$ cat config.mk
export PLATFORM = sky130hd
export DESIGN_NAME = lfps_queue
export DESIGN_NICKNAME = d
export VERILOG_FILES = /design/src/design/lfps_pkg.sv /design/src/design/lfps_queue.sv
export SDC_FILE = /design/constraint.sdc
export NUM_CORES = 1
export LEC_CHECK = 0
export BUFFER_PORTS_ARGS = -buffer_cell sky130_fd_sc_hd__buf_2
export CORE_UTILIZATION = 45
export DETAILED_ROUTE_END_ITERATION = 12
export GPL_TIMING_DRIVEN = 0
export PLACE_DENSITY = 0.79
export SLEW_MARGIN = 20
export SYNTH_ARGS = -nofsm -noshare
export SYNTH_HDL_FRONTEND = slang
export SYNTH_SLANG_ARGS = --single-unit
export TNS_END_PERCENT = 50
$ cat constraint.sdc
create_clock -name clk_i -period 2.9 [get_ports clk_i]
set_clock_uncertainty 0.05 [all_clocks]
set_input_delay 0.145 -clock clk_i [delete_from_list [all_inputs] [get_ports clk_i]]
set_output_delay 0.145 -clock clk_i [all_outputs]
set_load 0.005 [all_outputs]
$ cat src/design/lfps_pkg.sv
// Shared types and constants of the five-point Laplacian stencil.
// No dependencies.
`default_nettype none

package lfps_pkg;

  // Configuration port
  localparam int unsigned CfgW    = 32;
  localparam int unsigned CfgIdxW = 2;
  localparam int unsigned SizeW   = 11;

  typedef enum logic [CfgIdxW-1:0] {
    CfgRows       = 2'd0,
    CfgCols       = 2'd1,
    CfgInvSpacing = 2'd2
  } cfg_idx_e;

  localparam logic [SizeW-1:0] SizeMin      = SizeW'(3);
  localparam logic [SizeW-1:0] RowsReset    = SizeW'(1024);
  localparam logic [SizeW-1:0] ColsReset    = SizeW'(1024);
  localparam logic [CfgW-1:0]  InvSpReset   = CfgW'(256);

  // Grid size defaults
  localparam int unsigned MaxColsDef = 1024;
  localparam int unsigned MaxRowsDef = 1024;

  // Field widths
  localparam int unsigned SampleW = 24;
  localparam int unsigned LapW    = 48;
  localparam int unsigned CellW   = 10;
  // Column positions in the queue; covers column counts up to 4096
  localparam int unsigned PosW    = 12;

  // Arithmetic widths: stencil sum, product with the Q24.8 scale, shifted
  localparam int unsigned SumW    = SampleW + 3;
  localparam int unsigned ProdW   = SumW + CfgW + 1;
  localparam int unsigned FracSh  = 8;
  localparam int unsigned QW      = ProdW - FracSh;

  // Queue between front and back
  localparam int unsigned QDepth  = 4;

  typedef struct packed {
    logic signed [SampleW-1:0] sample;
    logic [PosW-1:0]           col;       // column of this word
    logic [PosW-1:0]           ncol;      // column of the next word
    logic                      emit;      // word completes an interior cell
    logic [CellW-1:0]          cell_row;
    logic [CellW-1:0]          cell_col;
    logic                      last;
  } lfps_item_t;

  typedef struct packed {
    logic empty;
    logic full;
  } lfps_qstat_t;

endpackage

`default_nettype wire

$ cat src/design/lfps_queue.sv
// Short word queue between the stencil front and back ends.
// Depends on lfps_pkg.
`default_nettype none

module lfps_queue
  import lfps_pkg::*;
(
  input  wire logic        clk_i,
  input  wire logic        rst_ni,
  input  wire logic        push_i,
  input  wire lfps_item_t  item_i,
  input  wire logic        pop_i,
  output      lfps_item_t  head_o,
  output      lfps_qstat_t qstat_o
);

  localparam int unsigned PW = $clog2(QDepth);
  localparam int unsigned NW = $clog2(QDepth + 1);

  lfps_item_t    slot_q [QDepth];
  logic [PW-1:0] wr_ptr_q, rd_ptr_q;
  logic [NW-1:0] count_q;

  // Store pushed words
  always_ff @(posedge clk_i) begin
    if (push_i) begin
      slot_q[wr_ptr_q] <= item_i;
    end
  end

  // Advance pointers and fill count
  always_ff @(posedge clk_i or negedge rst_ni) begin
    if (!rst_ni) begin
      wr_ptr_q <= '0;
      rd_ptr_q <= '0;
      count_q  <= '0;
    end else begin
      if (push_i) begin
        wr_ptr_q <= (32'(wr_ptr_q) == QDepth - 1) ? '0 : wr_ptr_q + 1'b1;
      end
      if (pop_i) begin
        rd_ptr_q <= (32'(rd_ptr_q) == QDepth - 1) ? '0 : rd_ptr_q + 1'b1;
      end
      case ({push_i, pop_i})
        2'b10:   count_q <= count_q + 1'b1;
        2'b01:   count_q <= count_q - 1'b1;
        default: ;
      endcase
    end
  end

  assign head_o        = slot_q[rd_ptr_q];
  assign qstat_o.empty = (count_q == '0);
  assign qstat_o.full  = (32'(count_q) == QDepth);

endmodule

`default_nettype wire

==> impl_metrics.py, run 1 <==
metrics = {
    "outcome": {
        "status": "finished, final reports clean",
    },
    "timing": {
        "slew_headroom_pct": 58.1,
        "maxSlewViolCount": 0,
        "grt_setup_unrepaired": "false",
        "post-route-period-util_pct": 84.3,
        "min_period_ns": 2.44,
        "setup_viol": 0,
        "tns_ns": 0,
        "hold_viol": 0,
        "fmax_ghz": 0.409,
        "tightest_slew_ns": 0.629,
    },
    "clock_tree": {
        "cts_setup_buffers": 0,
        "cts_num_sinks": 287,
        "clock_latency_ns": 0.53,
        "cts-buffers-inserted": 28,
        "htreeDepth": 1,
        "clk_pin_slew_ns": 0.06,
        "cts-resized-gates": 0,
        "cts_tree": "yes",
        "cts-root-buf": "clkbuf_16",
        "cts.path.max_buffers": 3,
    },
    "finish": {
        "syn_to_final_growth_pct": 27.7,
        "drive_gt1_share_pct": 41.3,
        "multi_input_area_sq_um": 1810,
        "nNetsFinal": 738,
        "seq_area_sq_um": 8580,
        "nFillCells": 1624,
        "final_cell_mix": "edfxtp_1, buf_2, dlygate4sd3_1",
        "final_cells": 992,
        "final_common_cell": "edfxtp_1",
    },
    "min_path": {
        "hold_path.class": "in -> reg",
    },
    "detailed_routing": {
        "drt-vias-per-instance": 5.11,
        "drtIter0Drc": 321,
        "route.detailed.drc": 0,
        "dr.pass1.iters": 4,
        "routed_wl_um": 19400,
        "antenna_left": 0,
        "wire_per_inst_um": 19.6,
        "vias": 5065,
    },
    "global_route": {
        "track_usage_pct": 16.4,
        "grt_max_degree": 43,
        "grt_first_pass_wirelength_um": 30300,
        "overflow": 0,
        "antenna_found_initial": 1,
        "first_global_vias": 5646,
    },
    "setup_path": {
        "crit_arrival_ns": 2.25,
        "start_kind": "register",
        "critical_path_class": "reg -> out",
        "critPathMaxFanout": 10,
        "crit_required_ns": 2.71,
        "endpoint_kind": "output pin",
    },
    "floorplan": {
        "start_util_pct": 46.4,
        "die_area_sq_um": 24200,
        "ios": 146,
        "die_h_um": 155,
        "core_sq_um": 22800,
        "die_x_um": 155,
        "num_rows": 55,
    },
    "logic_synthesis": {
        "synth_seq_cells": 287,
        "yosys_warnings": 0,
        "syn_area_sq_um": 10600,
        "synth.distinct_cells": 22,
        "syn_inst": 404,
        "ys_seq_area_share_pct": 81.0,
        "syn_nets": 485,
        "avgSynthCellArea_sq_um": 26.2,
    },
    "power": {
        "ir_drop_mv": 0.552,
        "leakage_nw": 4.73,
        "p_per_area_nw_per_um2": 941,
    },
    "placement": {
        "gp_congestion": 0.709,
        "dp.cells": 866,
        "hpwlAfterDp_um": 11400,
        "portBuffers": 145,
    },
    "flow_run": {
        "cap_viol_max_count": 0,
    },
}
==> per-layer routing <==
metal | routed length, um | vias up | GRT usage [%]
li1 | - | 2247 | -
met1 | 7740 | 2625 | 20.2
met2 | 10400 | 161 | 29.8
met3 | 1000 | 32 | 3.09
met4 | 303 | 0 | 4.06
met5 | 0 | - | 0
==> timing repair <==
action,in CTS,in global routing
hold buffers,74,0
setup endpoints to repair,0,0
hold endpoints to repair,292,0
==> sequential cells by signal, indices dropped and copies added, names as in the netlist <==
| name | flops |
|---|---|
| wr_ptr_q | 2 |
| rd_ptr_q | 2 |
| count_q | 3 |
| slot_q | 280 |
==> worst paths after layout <==
kind / startpoint / end / slack, ns / cells after the start
worst max register to register: wr_ptr_q[0]$_DFFE_PN0P_ / slot_q[2][36]$_DFFE_PP_ / 1.01 / 4
worst max-delay path: rd_ptr_q[1]$_DFFE_PN0P_ / head_o[21] / 0.46 / 4
worst min-delay path: item_i[63] / slot_q[3][63]$_DFFE_PP_ / 0.32 / 2
max in group asynchronous: rst_ni / rd_ptr_q[0]$_DFFE_PN0P_ / 2.00 / 3
worst min register to register: count_q[2]$_DFFE_PN0P_ / count_q[2]$_DFFE_PN0P_ / 0.44 / 1
min in group asynchronous: rst_ni / wr_ptr_q[0]$_DFFE_PN0P_ / 0.56 / 3
==> Yosys cell counts (all sizes together) <==
cell type	n	share of area, %
edfxtp	280	79
mux4	70	15
buf	15	1.8
dfrtp	7	1.7
ha	6	0.71
inv	6	0.21
and2	4	0.24
mux2	2	0.21
nor2	2	0.071
o21ai	2	0.094
xor2	2	0.17
and3	1	0.059
clkbuf	1	0.035
fa	1	0.19
mux2i	1	0.094
nand2	1	0.035
nor3	1	0.047
or3	1	0.059
xnor2	1	0.083
==> where the power goes <==
| group | internal, mW | total (mW) | leakage [nW] | switching [mW] |
|---|---|---|---|---|
| logic | 1.85 | 3.51 | 1.61 | 1.66 |
| registers | 5.32 | 5.48 | 2.65 | 0.168 |
| clock network | 2.29 | 3.75 | 0.467 | 1.45 |
==> metrics by stage <==
stage / hold slack, ns / util, % / power, mW / setup WS [ns] / cell area [sq um]
after global routing: 0.307 / 59.2 / 13.3 / 0.297 / 13500
after floorplan: -0.201 / - / 7.75 / 0.161 / 10600
after global placement: -0.0718 / 51.3 / 8.95 / -0.982 / 11700
after detailed placement: -0.0650 / 51.7 / 9.07 / 0.913 / 11800
after CTS: 0.288 / 59.2 / 12.9 / 0.333 / 13500
final: 0.320 / 59.2 / 12.7 / 0.456 / 13500
==> cell families (layout without fill, tap and decap cells) <==
logic type | Yosys count | in the layout | synth area share [%]
and+or+nand+nor | 10 | 10 | 0.508
xor gates and xnor gates | 3 | 3 | 0.248
muxes | 73 | 73 | 15.3
buffers and inverters | 22 | 296 | 2.01
other | 0 | 1 | 0
AOI/OAI and AO/OA | 2 | 2 | 0.0945
DFF | 287 | 287 | 81.0
adders and majority gates | 7 | 7 | 0.897
==> cell type report <==
| type | count | share of cell area [%] |
|---|---|---|
| sequential | 287 | 63.4 |
| multi-input combinational | 95 | 13.4 |
| timing repair buffer | 223 | 11.5 |
| clock buffer | 36 | 5.63 |
| tap | 313 | 2.89 |
| clock inverter | 15 | 1.52 |
| buffer | 16 | 1.41 |
| inverter | 6 | 0.166 |
| antenna | 1 | 0.0185 |
==> worst max-delay path: stages (launching register included) <==
cell,delay (ns)
dfrtp_1,0.34
clkbuf_1,0.47
buf_2,0.39
mux4_2,0.37
buf_2,0.15
Note: power is estimated with default switching activity, not from simulation.
==> run 2: changes to the inputs <==
--- a/config.mk
+++ b/config.mk
@@ -9,7 +9,7 @@
 export CORE_UTILIZATION = 45
 export DETAILED_ROUTE_END_ITERATION = 12
 export GPL_TIMING_DRIVEN = 0
-export PLACE_DENSITY = 0.79
+export PLACE_DENSITY = 0.77
 export SLEW_MARGIN = 20
 export SYNTH_ARGS = -nofsm -noshare
 export SYNTH_HDL_FRONTEND = slang
==> constraint.sdc (replaced) <==
create_clock -name clk_i -period 2.33 [get_ports clk_i]
set_clock_uncertainty 0.05 [all_clocks]
set_input_delay 0.1165 -clock clk_i [delete_from_list [all_inputs] [get_ports clk_i]]
set_output_delay 0.1165 -clock clk_i [all_outputs]
set_load 0.005 [all_outputs]
==> impl_metrics.py, run 2 (same netlist as run 1, synthesis figures left out) <==
metrics = {
    "detailed_routing": {
        "antenna_left": 0,
        "routed_wl_um": 19300,
        "dr.pass1.iters": 4,
        "wire_per_inst_um": 19.4,
        "drt-vias-per-instance": 5.06,
        "route.detailed.drc": 0,
        "vias": 5017,
        "drtIter0Drc": 283,
    },
    "min_path": {
        "holdPathStages": 2,
        "hold_path.class": "in -> reg",
    },
    "setup_path": {
        "cpPeakStageDelay_ns": 0.53,
        "cp_slowest_cell": "mux4_2",
        "crit_required_ns": 2.16,
        "critPathMaxFanout": 10,
        "crit_arrival_ns": 2.00,
        "cp_cell_sequence": "buf_6 -> buf_12 -> mux4_2 -> buf_2",
        "endpoint_kind": "output pin",
        "reg2reg_depth": 4,
        "critical_path_class": "reg -> out",
        "start_kind": "register",
    },
    "clock_tree": {
        "cts-buffers-inserted": 29,
        "htreeDepth": 1,
        "cts_num_sinks": 287,
        "cts_setup_buffers": 0,
        "cts-root-buf": "clkbuf_16",
        "cts.path.max_buffers": 3,
        "clk_pin_slew_ns": 0.06,
        "clock_latency_ns": 0.53,
        "cts_tree": "yes",
    },
    "floorplan": {
        "die_x_um": 155,
        "core_sq_um": 22800,
        "die_h_um": 155,
        "num_rows": 55,
        "die_area_sq_um": 24200,
        "ios": 146,
        "start_util_pct": 46.4,
    },
    "timing": {
        "maxSlewViolCount": 0,
        "tightest_slew_ns": 0.524,
        "grt_setup_unrepaired": "false",
        "slew_headroom_pct": 65.1,
        "setup_viol": 0,
        "whs_ns": 0.269,
        "min_period_ns": 2.16,
        "post-route-period-util_pct": 92.8,
        "tns_ns": 0,
        "fmax_ghz": 0.463,
        "hold_viol": 0,
    },
    "placement": {
        "gp_congestion": 0.710,
        "placed_area_sq_um": 11800,
        "portBuffers": 145,
        "hpwlAfterDp_um": 11300,
    },
    "finish": {
        "fin_util_pct": 59.3,
        "regMostFlops": "slot_q",
        "syn_to_final_growth_pct": 27.8,
        "reg.largest.list": "slot_q: 280 flops, count_q: 3 flops",
        "drive_gt1_share_pct": 41.2,
        "final_common_cell": "edfxtp_1",
        "final_cell_mix": "edfxtp_1, buf_2, dlygate4sd3_1",
        "final_area_sq_um": 13500,
        "n_antenna_cell": 0,
        "largest_reg_flops": 280,
        "nNetsFinal": 739,
    },
    "outcome": {
        "status": "finished, final reports clean",
    },
    "power": {
        "p_per_area_nw_per_um2": 1170,
        "leakage_nw": 4.75,
        "p_total_mw": 15.9,
        "ir_drop_mv": 0.672,
    },
    "flow_run": {
        "cap_viol_max_count": 0,
    },
    "global_route": {
        "track_usage_pct": 16.2,
        "grt_max_degree": 42,
        "overflow": 0,
        "grt_first_pass_wirelength_um": 29900,
        "first_global_vias": 5588,
        "antenna_found_initial": 1,
    },
}
-- run 2: critical path, delay by kind of cell (launching register included) --
kind	cells	cell delay (ns)
buffers and inverters	3	0.56
multiplexers	1	0.53
flip-flops	1	0.36
-- run 2: worst paths after layout --
check,slack [ns],start,endpoint
worst max register to register,0.44,wr_ptr_q[0]$_DFFE_PN0P_,slot_q[2][25]$_DFFE_PP_
worst min register to register,0.45,count_q[2]$_DFFE_PN0P_,count_q[2]$_DFFE_PN0P_
max in group asynchronous,1.46,rst_ni,rd_ptr_q[0]$_DFFE_PN0P_
min in group asynchronous,0.52,rst_ni,wr_ptr_q[0]$_DFFE_PN0P_
worst min-delay path,0.27,item_i[68],slot_q[0][68]$_DFFE_PP_
worst max-delay path,0.17,rd_ptr_q[0]$_DFFE_PN0P_,head_o[18]
-- run 2: cell type report --
| type | instances | area (sq um) |
|---|---|---|
| plain buffers | 16 | 191 |
| clock buffers | 32 | 737 |
| clock inverters | 20 | 226 |
| fillers | 1638 | 9310 |
| inverters | 6 | 22.5 |
| multi-input cells | 95 | 1810 |
| flip-flops and latches | 287 | 8580 |
| well taps | 313 | 392 |
| repair buffers | 223 | 1580 |
-- run 2: repair_timing --
| action | 4_1_cts | 5_1_grt |
|---|---|---|
| hold buffers | 74 | 0 |
| hold endpoints to repair | 293 | 0 |
| endpoints found under the setup margin | 69 | 0 |
| gates resized for setup | 1 | 0 |
-- run 2: power by group --
group          switching [mW]  internal, mW  leakage [nW]
Combinational            2.06          2.32          1.62
Clock                    1.87          2.82         0.473
Sequential              0.200          6.61          2.65
-- run 2: stage by stage --
step / std cells / worst slack, ns
after CTS: 992 / 0.109
after floorplan: 404 / -0.394
after global routing: 992 / 0.0734
final: 992 / 0.168
after global placement: 862 / -1.52
after detailed placement: 866 / 0.410
-- run 2: metal layers --
metal  share of wire, %  global-route usage, %
met3                5.4                   3.31
met5              0.057                      0
met2                 52                   28.9
met4                2.3                   5.09
met1                 40                   19.9
==> run 3: changes to the inputs <==
==> constraint.sdc (replaced) <==
create_clock -name clk_i -period 2.15 [get_ports clk_i]
set_clock_uncertainty 0.05 [all_clocks]
set_input_delay 0.1075 -clock clk_i [delete_from_list [all_inputs] [get_ports clk_i]]
set_output_delay 0.1075 -clock clk_i [all_outputs]
set_load 0.005 [all_outputs]
==> impl_metrics.py, run 3 (same netlist as run 1, synthesis figures left out) <==
metrics = {
    "outcome": {
        "status": "finished, final reports clean",
    },
    "flow_run": {
        "cap_viol_max_count": 0,
    },
    "finish": {
        "final_common_cell": "edfxtp_1",
        "nNetsFinal": 742,
        "largest_reg_flops": 280,
        "multi_input_area_sq_um": 1810,
        "drive_gt1_share_pct": 41.6,
        "reg.largest.list": "slot_q: 280 flops, count_q: 3 flops",
        "seq_area_sq_um": 8580,
        "nFillCells": 1627,
        "syn_to_final_growth_pct": 28.9,
        "n_antenna_cell": 0,
        "regMostFlops": "slot_q",
        "final_cell_mix": "edfxtp_1, buf_2, dlygate4sd3_1",
        "final_area_sq_um": 13700,
    },
    "floorplan": {
        "die_area_sq_um": 24200,
        "die_x_um": 155,
        "num_rows": 55,
        "start_util_pct": 46.4,
        "core_sq_um": 22800,
        "ios": 146,
        "die_h_um": 155,
    },
    "detailed_routing": {
        "antenna_left": 0,
        "route.detailed.drc": 0,
        "drtIter0Drc": 286,
        "dr.pass1.iters": 4,
        "drt-vias-per-instance": 5.07,
        "wire_per_inst_um": 19.7,
        "vias": 5041,
        "routed_wl_um": 19600,
    },
    "clock_tree": {
        "cts_setup_buffers": 0,
        "htreeDepth": 1,
        "clk_pin_slew_ns": 0.07,
        "cts-buffers-inserted": 29,
        "clock_latency_ns": 0.53,
        "cts.path.max_buffers": 3,
        "cts_tree": "yes",
        "cts-root-buf": "clkbuf_16",
        "cts_num_sinks": 287,
    },
    "setup_path": {
        "crit_path_end": "head_o[18]",
        "start_kind": "register",
        "critical_path_class": "reg -> out",
        "rr_startpoint": "wr_ptr_q[0]$_DFFE_PN0P_",
        "cpPeakStageDelay_ns": 0.53,
        "cp_slowest_cell": "mux4_2",
        "crit_start": "rd_ptr_q[0]$_DFFE_PN0P_",
        "rrSetupSlack_ns": 0.27,
        "reg2reg_depth": 4,
        "crit_arrival_ns": 1.96,
        "r2r_end": "slot_q[2][25]$_DFFE_PP_",
        "endpoint_kind": "output pin",
        "crit_top_cell": "buf_12",
        "critPathMaxFanout": 10,
        "cp_cell_sequence": "buf_12 -> buf_12 -> mux4_2 -> buf_2",
        "crit_required_ns": 1.99,
    },
    "power": {
        "ir_drop_mv": 0.730,
        "p_per_area_nw_per_um2": 1280,
        "leakage_nw": 4.80,
        "p_total_mw": 17.5,
    },
    "placement": {
        "placed_area_sq_um": 11800,
        "portBuffers": 145,
        "gp_congestion": 0.710,
        "hpwlAfterDp_um": 11300,
    },
    "timing": {
        "hold_viol": 0,
        "min_period_ns": 2.12,
        "fmax_ghz": 0.471,
        "post-route-period-util_pct": 98.7,
        "setup_viol": 0,
        "tightest_slew_ns": 0.519,
        "tns_ns": 0,
        "maxSlewViolCount": 0,
        "grt_setup_unrepaired": "true",
        "slew_headroom_pct": 65.4,
    },
    "global_route": {
        "grt_first_pass_wirelength_um": 30000,
        "track_usage_pct": 16.2,
        "first_global_vias": 5600,
        "antenna_found_initial": 1,
        "grt_max_degree": 42,
        "overflow": 0,
    },
    "min_path": {
        "hold_path.class": "in -> reg",
    },
}
-- run 3: cell count changes in the layout (fill, tap and decap cells not counted) --
cell	delta
buf_12	+1
clkbuf_16	+3
dfrtp_1	-1
dfrtp_2	+1
buf_2	-9
buf_4	+7
buf_6	+2
clkbuf_2	-1
-- run 3: area by class of cell --
cell class / instances / area share (%)
well taps: 313 / 2.87
flip-flops and latches: 287 / 62.8
repair buffers: 226 / 12.2
plain buffers: 16 / 1.59
clock inverters: 20 / 1.66
multi-input cells: 95 / 13.3
clock buffers: 32 / 5.39
inverters: 6 / 0.165
-- run 3: layer usage --
layer	share of wire, %	global-route usage [%]	up-vias
met4	2.3	5.09	2
met1	40	19.8	2576
met2	52	29.0	169
li1	-	-	2257
met3	5.5	3.31	37
met5	0.056	0	-
-- run 3: metrics by stage --
stage | util, % | hold WS [ns] | std cells | worst slack, ns
floorplan | - | -0.238 | 404 | -0.574
global placement | 51.3 | -0.110 | 862 | -1.70
detailed placement | 51.8 | -0.102 | 866 | 0.239
CTS | 59.4 | 0.231 | 992 | 0.00372
global route | 59.8 | 0.249 | 995 | -0.0369
finish | 59.8 | 0.262 | 995 | 0.0283
-- run 3: where the power goes --
group          switching [mW]  internal, mW  leakage [nW]
clock                    2.03          3.06         0.473
sequential              0.229          7.17          2.65
combinational            2.28          2.73          1.67
total                    4.53          13.0          4.80
-- run 3: critical path, delay by kind of cell, from the launching register on --
family | cells | cell delay, ns
flops | 1 | 0.42
buf+inv | 3 | 0.47
mux | 1 | 0.53
-- run 3: worst min-delay path by stage --
stage	slack, ns	cells past startpoint	startpoint	endpoint
2_1_floorplan	-0.24	0	rst_ni	count_q[0]$_DFFE_PN0P_
3_3_place_gp	-0.11	1	rst_ni	count_q[2]$_DFFE_PN0P_
3_5_place_dp	-0.10	1	rst_ni	count_q[1]$_DFFE_PN0P_
4_1_cts	0.23	2	item_i[57]	slot_q[0][57]$_DFFE_PP_
5_1_grt	0.25	2	item_i[47]	slot_q[1][47]$_DFFE_PP_
6_report	0.26	2	item_i[68]	slot_q[0][68]$_DFFE_PP_
-- run 3: what timing repair did --
action	CTS	global route
gates cloned	0	3
endpoints found under the setup margin	69	56
gates resized for setup	10	5
hold buffers	74	0
hold endpoints to repair	293	0
